**config.mk**
```make
export PLATFORM = sky130hd
export DESIGN_NAME = straight_alpha_over_blend
export DESIGN_NICKNAME = d
export VERILOG_FILES = /design/src/hw/rtl/sao_pkg.sv /design/src/hw/rtl/sao_front.sv /design/src/hw/rtl/sao_div_step.sv /design/src/hw/rtl/straight_alpha_over_blend.sv
export SDC_FILE = /design/constraint.sdc
export NUM_CORES = 2
export LEC_CHECK = 0
export BUFFER_PORTS_ARGS = -buffer_cell sky130_fd_sc_hd__clkbuf_2
export CELL_PAD_IN_SITES_DETAIL_PLACEMENT = 0
export CELL_PAD_IN_SITES_GLOBAL_PLACEMENT = 1
export CORE_UTILIZATION = 30
export DETAILED_ROUTE_END_ITERATION = 10
export PLACE_DENSITY = 0.56
export SYNTH_ARGS = -nofsm -noshare
export SYNTH_HDL_FRONTEND = slang
export SYNTH_SLANG_ARGS = --single-unit
```
**constraint.sdc**
```tcl
create_clock -name clk_i -period 11.76 [get_ports clk_i]
set_input_delay 1.764 -clock clk_i [delete_from_list [all_inputs] [get_ports clk_i]]
set_output_delay 1.764 -clock clk_i [all_outputs]
set_load 0.02 [all_outputs]
```
**src/hw/rtl/sao_pkg.sv**
```systemverilog
package sao_pkg;

  localparam int unsigned CB    = 8;
  localparam int unsigned DW    = 2 * CB + 1;
  localparam int unsigned NW    = 3 * CB + 1;
  localparam int unsigned NLANE = 4;
  localparam int unsigned IN_W  = 2 * NLANE * CB;
  localparam int unsigned OUT_W = ((NLANE * CB + 7) / 8) * 8;

  localparam int unsigned LANE_ALPHA = 0;
  localparam int unsigned LANE_RED   = 1;

  localparam logic [CB-1:0] CHAN_MAX  = {CB{1'b1}};
  localparam logic [DW-1:0] ALPHA_DEN = DW'({CHAN_MAX, 1'b0});

  typedef logic [CB-1:0] chan_t;

  typedef struct packed {
    logic [DW-1:0] rem;
    logic [CB-1:0] sh;
  } lane_t;

  typedef struct packed {
    lane_t [NLANE-1:0] lane;
    logic [DW-1:0]     den;
    logic              bypass;
    chan_t [NLANE-1:0] under;
  } div_t;

endpackage

```
**src/hw/rtl/sao_front.sv**
```systemverilog
module sao_front (
  input  logic                                     clk_i,
  input  logic                                     rst_ni,
  input  logic                                     valid_i,
  output logic                                     ready_o,
  input  sao_pkg::chan_t [sao_pkg::NLANE-1:0]      under_i,
  input  sao_pkg::chan_t [sao_pkg::NLANE-1:0]      top_i,
  output logic                                     valid_o,
  input  logic                                     ready_i,
  output sao_pkg::div_t                            data_o
);

  localparam int unsigned CB = sao_pkg::CB;
  localparam int unsigned NC = sao_pkg::NLANE - 1;

  typedef struct packed {
    logic [2*CB-1:0]                        uat;
    logic [NC-1:0][2*CB-1:0]                pt;
    logic [NC-1:0][2*CB-1:0]                pu;
    logic [CB-1:0]                          mat;
    logic [CB:0]                            sum;
    logic                                   bypass;
    sao_pkg::chan_t [sao_pkg::NLANE-1:0]    under;
  } f1_t;

  typedef struct packed {
    logic [2*CB-1:0]                        an;
    logic [NC-1:0][3*CB-1:0]                ctm;
    logic [NC-1:0][3*CB-1:0]                cuw;
    logic                                   bypass;
    sao_pkg::chan_t [sao_pkg::NLANE-1:0]    under;
  } f2_t;

  logic          v1_q, v2_q, v3_q;
  logic          rdy1, rdy2, rdy3;
  f1_t           s1_d, s1_q;
  f2_t           s2_d, s2_q;
  sao_pkg::div_t s3_d, s3_q;

  assign rdy3    = !v3_q || ready_i;
  assign rdy2    = !v2_q || rdy3;
  assign rdy1    = !v1_q || rdy2;
  assign ready_o = rdy1;
  assign valid_o = v3_q;
  assign data_o  = s3_q;

  // products of the inputs
  always_comb begin
    logic [CB-1:0] au, at;
    au = under_i[sao_pkg::LANE_ALPHA];
    at = top_i[sao_pkg::LANE_ALPHA];
    s1_d.uat = (2*CB)'(au) * (2*CB)'(at);
    for (int i = 0; i < NC; i++) begin
      s1_d.pt[i] = (2*CB)'(top_i[i+1]) * (2*CB)'(at);
      s1_d.pu[i] = (2*CB)'(under_i[i+1]) * (2*CB)'(au);
    end
    s1_d.mat    = sao_pkg::CHAN_MAX - at;
    s1_d.sum    = (CB+1)'(au) + (CB+1)'(at);
    s1_d.bypass = (at == '0);
    s1_d.under  = under_i;
  end

  // alpha numerator and weighted colour terms
  always_comb begin
    logic [2*CB:0] an_w;
    an_w = {s1_q.sum, {CB{1'b0}}} - (2*CB+1)'(s1_q.sum) - (2*CB+1)'(s1_q.uat);
    s2_d.an = an_w[2*CB-1:0];
    for (int i = 0; i < NC; i++) begin
      s2_d.ctm[i] = {s1_q.pt[i], {CB{1'b0}}} - (3*CB)'(s1_q.pt[i]);
      s2_d.cuw[i] = (3*CB)'(s1_q.pu[i]) * (3*CB)'(s1_q.mat);
    end
    s2_d.bypass = s1_q.bypass;
    s2_d.under  = s1_q.under;
  end

  // rounded dividends and divisor
  always_comb begin
    logic [3*CB-1:0]          cn;
    logic [sao_pkg::NW-1:0]   n;
    cn = '0;
    n  = sao_pkg::NW'({s2_q.an, 1'b0}) + sao_pkg::NW'(sao_pkg::CHAN_MAX);
    s3_d.lane[sao_pkg::LANE_ALPHA].rem = n[sao_pkg::NW-1:CB];
    s3_d.lane[sao_pkg::LANE_ALPHA].sh  = n[CB-1:0];
    for (int i = 0; i < NC; i++) begin
      cn = s2_q.ctm[i] + s2_q.cuw[i];
      n  = {cn, 1'b0} + sao_pkg::NW'(s2_q.an);
      s3_d.lane[sao_pkg::LANE_RED+i].rem = n[sao_pkg::NW-1:CB];
      s3_d.lane[sao_pkg::LANE_RED+i].sh  = n[CB-1:0];
    end
    s3_d.den    = {s2_q.an, 1'b0};
    s3_d.bypass = s2_q.bypass;
    s3_d.under  = s2_q.under;
  end

  always_ff @(posedge clk_i or negedge rst_ni) begin
    if (!rst_ni) begin
      v1_q <= 1'b0;
      v2_q <= 1'b0;
      v3_q <= 1'b0;
    end else begin
      if (rdy1) v1_q <= valid_i;
      if (rdy2) v2_q <= v1_q;
      if (rdy3) v3_q <= v2_q;
    end
  end

  always_ff @(posedge clk_i) begin
    if (rdy1 && valid_i) s1_q <= s1_d;
    if (rdy2 && v1_q)    s2_q <= s2_d;
    if (rdy3 && v2_q)    s3_q <= s3_d;
  end

endmodule

```
**src/hw/rtl/sao_div_step.sv**
```systemverilog
module sao_div_step (
  input  logic          clk_i,
  input  logic          rst_ni,
  input  logic          valid_i,
  output logic          ready_o,
  input  sao_pkg::div_t data_i,
  output logic          valid_o,
  input  logic          ready_i,
  output sao_pkg::div_t data_o
);

  localparam int unsigned CB = sao_pkg::CB;
  localparam int unsigned DW = sao_pkg::DW;

  logic          v_q;
  sao_pkg::div_t d_d, d_q;

  assign ready_o = !v_q || ready_i;
  assign valid_o = v_q;
  assign data_o  = d_q;

  // one restoring step per lane
  always_comb begin
    logic [DW:0]   t, dd, diff;
    logic          ge;
    d_d = data_i;
    for (int i = 0; i < sao_pkg::NLANE; i++) begin
      dd   = (i == sao_pkg::LANE_ALPHA) ? {1'b0, sao_pkg::ALPHA_DEN} : {1'b0, data_i.den};
      t    = {data_i.lane[i].rem, data_i.lane[i].sh[CB-1]};
      diff = t - dd;
      ge   = (t >= dd);
      d_d.lane[i].rem = ge ? diff[DW-1:0] : t[DW-1:0];
      d_d.lane[i].sh  = {data_i.lane[i].sh[CB-2:0], ge};
    end
  end

  always_ff @(posedge clk_i or negedge rst_ni) begin
    if (!rst_ni) begin
      v_q <= 1'b0;
    end else if (ready_o) begin
      v_q <= valid_i;
    end
  end

  always_ff @(posedge clk_i) begin
    if (ready_o && valid_i) d_q <= d_d;
  end

endmodule

```
**src/hw/rtl/straight_alpha_over_blend.sv**
```systemverilog
// straight-alpha over compositing, one pixel pair per item
// s_axis carries the under pixel and the top pixel, 8 channels of CB
// bits each; m_axis carries the composited pixel, alpha first.
// a top alpha of zero passes the under pixel through unchanged. otherwise
// alpha and the three colours come from one rounded division each.
// the datapath is 3 arithmetic stages (products, scaled terms, dividends),
// then one restoring-division stage per quotient bit for all four channels
// side by side, then the output register.
// throughput: one item per cycle while m_axis_tready is high, set by the
// one-step-per-stage divider.
// every stage holds its own valid bit and takes new data while it is empty
// or its successor moves, so bubbles close up under a stall.
// when m_axis_tready is low the output holds its item and the stages behind
// it keep filling; s_axis_tready falls only once every stage is full.
// reset clears all valid bits; items in flight are dropped.
module straight_alpha_over_blend (
  input  logic                       clk_i,
  input  logic                       rst_ni,
  input  logic                       s_axis_tvalid,
  output logic                       s_axis_tready,
  // under_alpha, under_red, under_green, under_blue,
  // top_alpha, top_red, top_green, top_blue
  input  logic [sao_pkg::IN_W-1:0]   s_axis_tdata,
  output logic                       m_axis_tvalid,
  input  logic                       m_axis_tready,
  // blend_alpha, blend_red, blend_green, blend_blue
  output logic [sao_pkg::OUT_W-1:0]  m_axis_tdata
);

  localparam int unsigned CB = sao_pkg::CB;
  localparam int unsigned NL = sao_pkg::NLANE;

  sao_pkg::chan_t [NL-1:0] under, top;
  sao_pkg::div_t           chain [0:CB];
  logic                    vchain [0:CB];
  logic                    rchain [0:CB];

  logic                    out_v_q;
  sao_pkg::chan_t [NL-1:0] out_d, out_q;

  always_comb begin
    for (int i = 0; i < NL; i++) begin
      under[i] = s_axis_tdata[i*CB +: CB];
      top[i]   = s_axis_tdata[(i+NL)*CB +: CB];
    end
  end

  sao_front u_front (
    .clk_i   (clk_i),
    .rst_ni  (rst_ni),
    .valid_i (s_axis_tvalid),
    .ready_o (s_axis_tready),
    .under_i (under),
    .top_i   (top),
    .valid_o (vchain[0]),
    .ready_i (rchain[0]),
    .data_o  (chain[0])
  );

  for (genvar g = 0; g < CB; g++) begin : g_div
    sao_div_step u_step (
      .clk_i   (clk_i),
      .rst_ni  (rst_ni),
      .valid_i (vchain[g]),
      .ready_o (rchain[g]),
      .data_i  (chain[g]),
      .valid_o (vchain[g+1]),
      .ready_i (rchain[g+1]),
      .data_o  (chain[g+1])
    );
  end

  assign rchain[CB] = !out_v_q || m_axis_tready;

  // quotients never exceed the channel maximum
  always_comb begin
    for (int i = 0; i < NL; i++) begin
      out_d[i] = chain[CB].bypass ? chain[CB].under[i] : chain[CB].lane[i].sh;
    end
  end

  always_ff @(posedge clk_i or negedge rst_ni) begin
    if (!rst_ni) begin
      out_v_q <= 1'b0;
    end else if (rchain[CB]) begin
      out_v_q <= vchain[CB];
    end
  end

  always_ff @(posedge clk_i) begin
    if (rchain[CB] && vchain[CB]) out_q <= out_d;
  end

  assign m_axis_tvalid = out_v_q;
  assign m_axis_tdata  = sao_pkg::OUT_W'(out_q);

endmodule

```
# After elaboration in Yosys (flattened, before gate mapping)
# Index checks and enable logic that the tools add are counted.
dict set report op_classes {
  n_addsub 42
  mul 10
  div 0
  magnitude_cmp 32
  n_eq_ne 0
  shift 0
  mux 32
  n_bitwise 0
  n_reduce_logical 37
}
# cell n
set op_table {}
lappend op_table {{2-to-1 mux 17 bit} 28}
lappend op_table {{>= comparator 18 x 17 -> 1 bit} 24}
lappend op_table {{subtractor 17 bit} 21}
lappend op_table {{>= comparator 18 x 9 -> 1 bit, second input constant} 7}
lappend op_table {{multiplier 8 x 8 -> 16 bit} 7}
lappend op_table {{subtractor 17 x 9 -> 17 bit, second input constant} 6}
lappend op_table {{adder 25 x 16 -> 25 bit} 3}
lappend op_table {{adder 24 bit} 3}
lappend op_table {{multiplier 16 x 8 -> 24 bit} 3}
lappend op_table {{subtractor 24 x 16 -> 24 bit} 3}
lappend op_table {{2-to-1 mux 8 bit} 4}
lappend op_table {{adder 17 x 8 -> 18 bit, second input constant} 1}
lappend op_table {{subtractor 16 bit} 1}
lappend op_table {{subtractor 16 x 9 -> 16 bit} 1}
lappend op_table {{logical AND 1 bit} 12}
lappend op_table {{logical NOT 1 bit} 12}
lappend op_table {{logical OR 1 bit} 12}
lappend op_table {{subtractor 11 x 9 -> 12 bit, second input constant} 1}
lappend op_table {{>= comparator 11 x 9 -> 1 bit, second input constant} 1}
lappend op_table {{adder 8 x 8 -> 9 bit} 1}
lappend op_table {{logical NOT 8 bit} 1}
lappend op_table {{subtractor 8 bit, first input constant} 1}
dict set report word_totals {
  register_bits 1649
  latch_bits 0
  mem_bits_rw 0
  mem_bits_ro 0
  out_inout_bits 34
  memories 0
}

# Logic depth before layout (Yosys ltp)
dict set report depth {
  word_depth 14
  ltp_mapped 22
  ltp_nobuf 20
}

# Hierarchy
# From an unflattened synthesis, not the netlist that was laid out.
dict set report hier_totals {
  hier_cells 9945
  area_unflattened_um2 116136.4
}
# mod instances cells_each area_each_um2
set modules_own_cells {}
lappend modules_own_cells {{sao_div_step at g_div[0].u_step ...} 7 645 8176.6}
lappend modules_own_cells {sao_front 1 4729 49127.1}
lappend modules_own_cells {{sao_div_step at g_div[4].u_step} 1 629 8224.1}
lappend modules_own_cells {straight_alpha_over_blend 1 72 1549.0}

# Worst setup path after synthesis
# No wires, ideal clock.
dict set report synth_timing {
  kind {input to register}
  start {input port m_axis_tready}
  end {register u_front.s2_q[0] (netlist name), enable pin}
  t_arrival_ns 11.965
  required_ns 10.899
  path_slack_ns -1.066
  path_stages 7
  path_buffers 0
  path_cell_list {nor2b_1 nand3_1 nor2_1 and2_1 nand3_1 nor2_1 a31oi_1}
}
dict set report synth_between {
  elab_chain_len 12
}
# item line_no
set synth_rtl {}
lappend synth_rtl {{start: declaration} straight_alpha_over_blend.sv:25} ;# input logic m_axis_tready,
lappend synth_rtl {{logical OR 1 bit} straight_alpha_over_blend.sv:73} ;# assign rchain[CB] = !out_v_q || m_axis_tready;
lappend synth_rtl {{logical OR 1 bit (8 in series)} sao_div_step.sv:18} ;# assign ready_o = !v_q || ready_i;
lappend synth_rtl {{logical OR 1 bit} sao_front.sv:40} ;# assign rdy3 = !v3_q || ready_i;
lappend synth_rtl {{logical OR 1 bit} sao_front.sv:41} ;# assign rdy2 = !v2_q || rdy3;
lappend synth_rtl {{logical AND 1 bit} sao_front.sv:109} ;# if (rdy2 && v1_q) s2_q <= s2_d;
lappend synth_rtl {{end signal: assignment} sao_front.sv:109}
lappend synth_rtl {{end: declaration} sao_front.sv:37} ;# f2_t s2_d, s2_q;
# Every way passes these cells.
# A chain may end at the register's enable or synchronous reset.

==> summary.md <==
| Metric | Value |
|---|---|
| Outcome | `completed` |
| Clock insertion delay at the later pin of the skew report | `0.86 ns` |
| Post-synthesis sequential area ratio | `0.4533` |
| Die width | `598.3 um` |
| Hold path startpoint | `u_front.data_o[3]` |
| Endpoint kind of the worst setup timing path | `flip-flop` |
| Final total negative setup slack | `0 ns` |
| Number of hold violations in the final report | `0` |
| Class of the tightest hold or removal check | `reg2reg` |
| Total CTS buffers | `184` |
| Number of setup buffers added after CTS | `0` |
| Area enclosed by the die boundary | `357,900 sq um` |
| Data arrival time of the worst path | `6.57 ns` |
| Die Span Y | `598.3 um` |
| Post-synth EDFFs | `1,600` |
| Critical path class | `in2reg` |
| Required time of the critical path | `12.30 ns` |
| Final count of pins violating max slew | `0` |
| Crit share post-route | `0.5130` |
| Per-cell via count in the routed design | `4.700` |
| I/O pin count | `102` |
| Number of max-cap violations | `0` |
| Reg2reg setup slack | `5.74 ns` |
| Setup crit start kind | `input pin` |
| Most common flop cell mapped by yosys | `sky130_fd_sc_hd__edfxtp_1` |
| # setup viols final | `0` |
| Number of cells on the worst reg-to-reg path | `18` |
| Endpoint of the worst-slack reg-to-reg timing path | `u_front.s2_q[80]` |
| Slew HR | `0.1946` |
| # H-tree levels | `4` |
| Layout Area Growth over Synthesis | `11.27%` |
| Bufs on Longest Clock Path | `4` |
| Worst R2R Start | `u_front.s1_q[44]` |
| Antenna violations before repair | `6` |
| DR pass1 iterations | `5` |
| Post-route ant nets | `0` |
| Mapped Cells | `9,228` |
| RSZ-0062 raised after global routing | `no` |
| Utilization after layout | `0.3360` |
| Core ar. | `353,200 sq um` |
| Min Clock Period, post-route | `6.033 ns` |
| Pin count of the biggest net entering global routing | `156` |
| Hold Path Sink | `g_div[0].u_step.data_o[3]` |
| Fraction of final layout cells with drive strength greater than 1 | `0.07897` |
| Total wirelength of the detailed-routed design | `272.3 mm` |
| All-layer global routing usage | `0.1515` |
| Synthesized area per cell | `11.56 sq um` |
| Cell area after synthesis | `106,700 sq um` |
| DRC violation count after routing | `0` |
| CTS resizes | `0` |
| Wire length of the first global-routing pass | `417.5 mm` |
| Synthesized netlist net count | `10.78k` |
| Layout Skew | `0.08381 ns` |
| Total area of multi-input combinational cells | `53,600 sq um` |
| Sequential cell area | `48,350 sq um` |
| Via count of the first global-routing pass | `69.54k` |
| Routability congestion estimate | `0.8371` |
| Post-CTS clock slew at the launch and capture registers of the worst setup and hold paths | `0.06 ns` |
| Post-layout nets | `10.95k` |
| Register bit total from synthesis | `1,612` |
| Synth async-reset ratio | `0.007444` |
| Count of filler cells inserted in the layout | `35.13k` |
| IO buf count | `101` |
| Origin of the worst setup path | `s_axis_tdata[7]` |
| Clock root buffer | `sky130_fd_sc_hd__clkbuf_16` |
| Highest clock rate | `165.8 MHz` |
| Synthesis warning total | `0` |
| Number of DRC markers after the initial detailed-route iteration | `3,561` |
| CTS tree | `done` |
| Remaining Overflow, GRT | `0` |
| Hold-fix buffers, CTS | `0` |
| Initial cell density of the core | `0.3020` |
| Total vias in the final route | `67.07k` |
| Hold Crit Depth | `0` |
| WL per Instance | `19.08 um` |
| Number of placement rows | `218` |
| TritonCTS sink count | `1,612` |
| Worst-path maximum fanout | `24` |
| Worst Tran Pin Value | `1.208 ns` |
| Number of unique standard cell types used by synthesis | `93` |
| HPWL Detailed | `212.8 mm` |
## flip-flops by register name, indices dropped and copies added (netlist names)
name,count
g_div.u_step.valid_o,8
u_front.data_o,138
u_front.s1_q,162
m_axis_tvalid,1
u_front.v1_q,1
m_axis_tdata,32
u_front.s2_q,193
u_front.valid_o,1
g_div.u_step.data_o,1075
u_front.v2_q,1
## through the flow
stage,cells,hold slack [ns],worst slack (ns),instance area (sq um)
after CTS,14270,0.3557,5.572,118700
after floorplan,9228,0.4003,1.601,106700
after global placement,13940,0.4006,4.701,112800
after global routing,14270,0.3588,5.319,118700
final,14270,0.3534,5.727,118700
after detailed placement,13940,0.4045,4.872,112800
## worst max-delay path by stage
| stage | end |
|---|---|
| 2_1_floorplan | g_div[1].u_step.data_o[0] |
| 3_3_place_gp | u_front.s1_q[79] |
| 3_5_place_dp | u_front.s1_q[79] |
| 4_1_cts | u_front.s2_q[98] |
| 5_1_grt | u_front.s1_q[159] |
| 6_report | u_front.s1_q[79] |
## layout by cell type, fill, tap and decap left out, types with 30 or more instances in the layout
| master | netlist | final |
|---|---|---|
| sky130_fd_sc_hd__edfxtp_1 | 1600 | 1600 |
| sky130_fd_sc_hd__inv_1 | 1068 | 1068 |
| sky130_fd_sc_hd__ha_1 | 950 | 950 |
| sky130_fd_sc_hd__nand2_1 | 712 | 712 |
| sky130_fd_sc_hd__and2_1 | 578 | 572 |
| sky130_fd_sc_hd__fa_1 | 534 | 534 |
| sky130_fd_sc_hd__nor2_1 | 445 | 445 |
| sky130_fd_sc_hd__xnor2_1 | 400 | 400 |
| sky130_fd_sc_hd__o21ai_0 | 359 | 359 |
| sky130_fd_sc_hd__a21oi_1 | 303 | 303 |
| sky130_fd_sc_hd__nor3_1 | 214 | 214 |
| sky130_fd_sc_hd__xor2_1 | 196 | 196 |
| sky130_fd_sc_hd__mux2_2 | 191 | 191 |
| sky130_fd_sc_hd__clkbuf_16 | 0 | 184 |
| sky130_fd_sc_hd__a21o_1 | 130 | 130 |
| sky130_fd_sc_hd__o21a_1 | 122 | 122 |
| sky130_fd_sc_hd__nor2b_1 | 120 | 116 |
| sky130_fd_sc_hd__nand3_1 | 112 | 112 |
| sky130_fd_sc_hd__clkbuf_2 | 0 | 101 |
| sky130_fd_sc_hd__nand2b_1 | 97 | 97 |
| sky130_fd_sc_hd__a21boi_0 | 82 | 82 |
| sky130_fd_sc_hd__nand4_1 | 70 | 70 |
| sky130_fd_sc_hd__or3_1 | 61 | 61 |
| sky130_fd_sc_hd__buf_4 | 2 | 49 |
| sky130_fd_sc_hd__o31ai_1 | 46 | 46 |
| sky130_fd_sc_hd__mux2_4 | 43 | 43 |
| sky130_fd_sc_hd__mux2i_1 | 42 | 42 |
| sky130_fd_sc_hd__and3_1 | 40 | 40 |
| sky130_fd_sc_hd__nor4_1 | 39 | 39 |
| sky130_fd_sc_hd__clkinv_1 | 0 | 36 |
| sky130_fd_sc_hd__or2_2 | 32 | 32 |
| sky130_fd_sc_hd__o21bai_1 | 32 | 32 |
| sky130_fd_sc_hd__a211oi_1 | 31 | 31 |
| sky130_fd_sc_hd__a31oi_1 | 33 | 30 |
## synthesized netlist by cell type (43+ instances only)
master                        n  area, sq um
sky130_fd_sc_hd__edfxtp_1  1600        48050
sky130_fd_sc_hd__o21ai_0    359         1797
sky130_fd_sc_hd__o21a_1     122        915.9
sky130_fd_sc_hd__nand4_1     70        437.9
sky130_fd_sc_hd__xnor2_1    400         3503
sky130_fd_sc_hd__o31ai_1     46        345.3
sky130_fd_sc_hd__nand2b_1    97        606.8
sky130_fd_sc_hd__nor2b_1    120        750.7
sky130_fd_sc_hd__nor2_1     445         1670
sky130_fd_sc_hd__nand2_1    712         2673
sky130_fd_sc_hd__inv_1     1068         4009
sky130_fd_sc_hd__a21boi_0    82        615.6
sky130_fd_sc_hd__clkbuf_1   136        510.5
sky130_fd_sc_hd__or3_1       61        381.6
sky130_fd_sc_hd__a21oi_1    303         1516
sky130_fd_sc_hd__nand3_1    112        560.5
sky130_fd_sc_hd__nor3_1     214         1071
sky130_fd_sc_hd__ha_1       950        11890
sky130_fd_sc_hd__xor2_1     196         1717
sky130_fd_sc_hd__mux2_4      43        645.6
sky130_fd_sc_hd__fa_1       534        10690
sky130_fd_sc_hd__and2_1     578         3616
sky130_fd_sc_hd__a21o_1     130        975.9
sky130_fd_sc_hd__mux2_2     191         2151
## kinds of logic (layout without fill, tap and decap cells)
family | count (synthesis) | count (layout) | synth area share
simple gates | 2617 | 2617 | 0.1245
flops | 1612 | 1612 | 0.4533
fa+ha+maj | 1484 | 1484 | 0.2117
compound gates | 1390 | 1390 | 0.08514
buf+inv | 1240 | 1547 | 0.04489
xor+xnor | 596 | 596 | 0.04894
mux | 289 | 289 | 0.03153
other cells | 0 | 5 | 0
## metal layers
layer	vias up	part of all wire	GRT usage
li1	32690	-	-
met1	33130	0.45	0.1925
met2	925	0.50	0.2714
met3	333	0.027	0.01512
met4	0	0.027	0.04354
met5	-	0	0
## area by class of cell
class	count	area share
Timing Repair Buffer	151	0.007527
Multi-Input combinational cell	6376	0.4516
Sequential cell	1612	0.4074
Antenna cell	5	0.0001054
Inverter	1072	0.03390
Clock buffer	207	0.03952
Tap cell	4730	0.04987
Clock inverter	117	0.01008
## worst max-delay path, cell delays in order
cell                       delay, ns
sky130_fd_sc_hd__clkbuf_2       0.24
sky130_fd_sc_hd__buf_4          0.35
sky130_fd_sc_hd__nand2_1        0.13
sky130_fd_sc_hd__fa_1           0.52
sky130_fd_sc_hd__fa_1           0.55
sky130_fd_sc_hd__inv_1          0.05
sky130_fd_sc_hd__fa_1           0.54
sky130_fd_sc_hd__inv_1          0.06
sky130_fd_sc_hd__fa_1           0.54
sky130_fd_sc_hd__inv_1          0.04
sky130_fd_sc_hd__ha_1           0.30
sky130_fd_sc_hd__a21boi_0       0.23
sky130_fd_sc_hd__o21ai_0        0.15
sky130_fd_sc_hd__a21boi_0       0.26
sky130_fd_sc_hd__o21ai_0        0.14
sky130_fd_sc_hd__a21boi_0       0.27
sky130_fd_sc_hd__o21ai_0        0.13
sky130_fd_sc_hd__nor2b_1        0.16
sky130_fd_sc_hd__xnor2_1        0.12
Power is not shown: default switching activity piles up to over one toggle a cycle in this logic, so the estimate is an artifact.
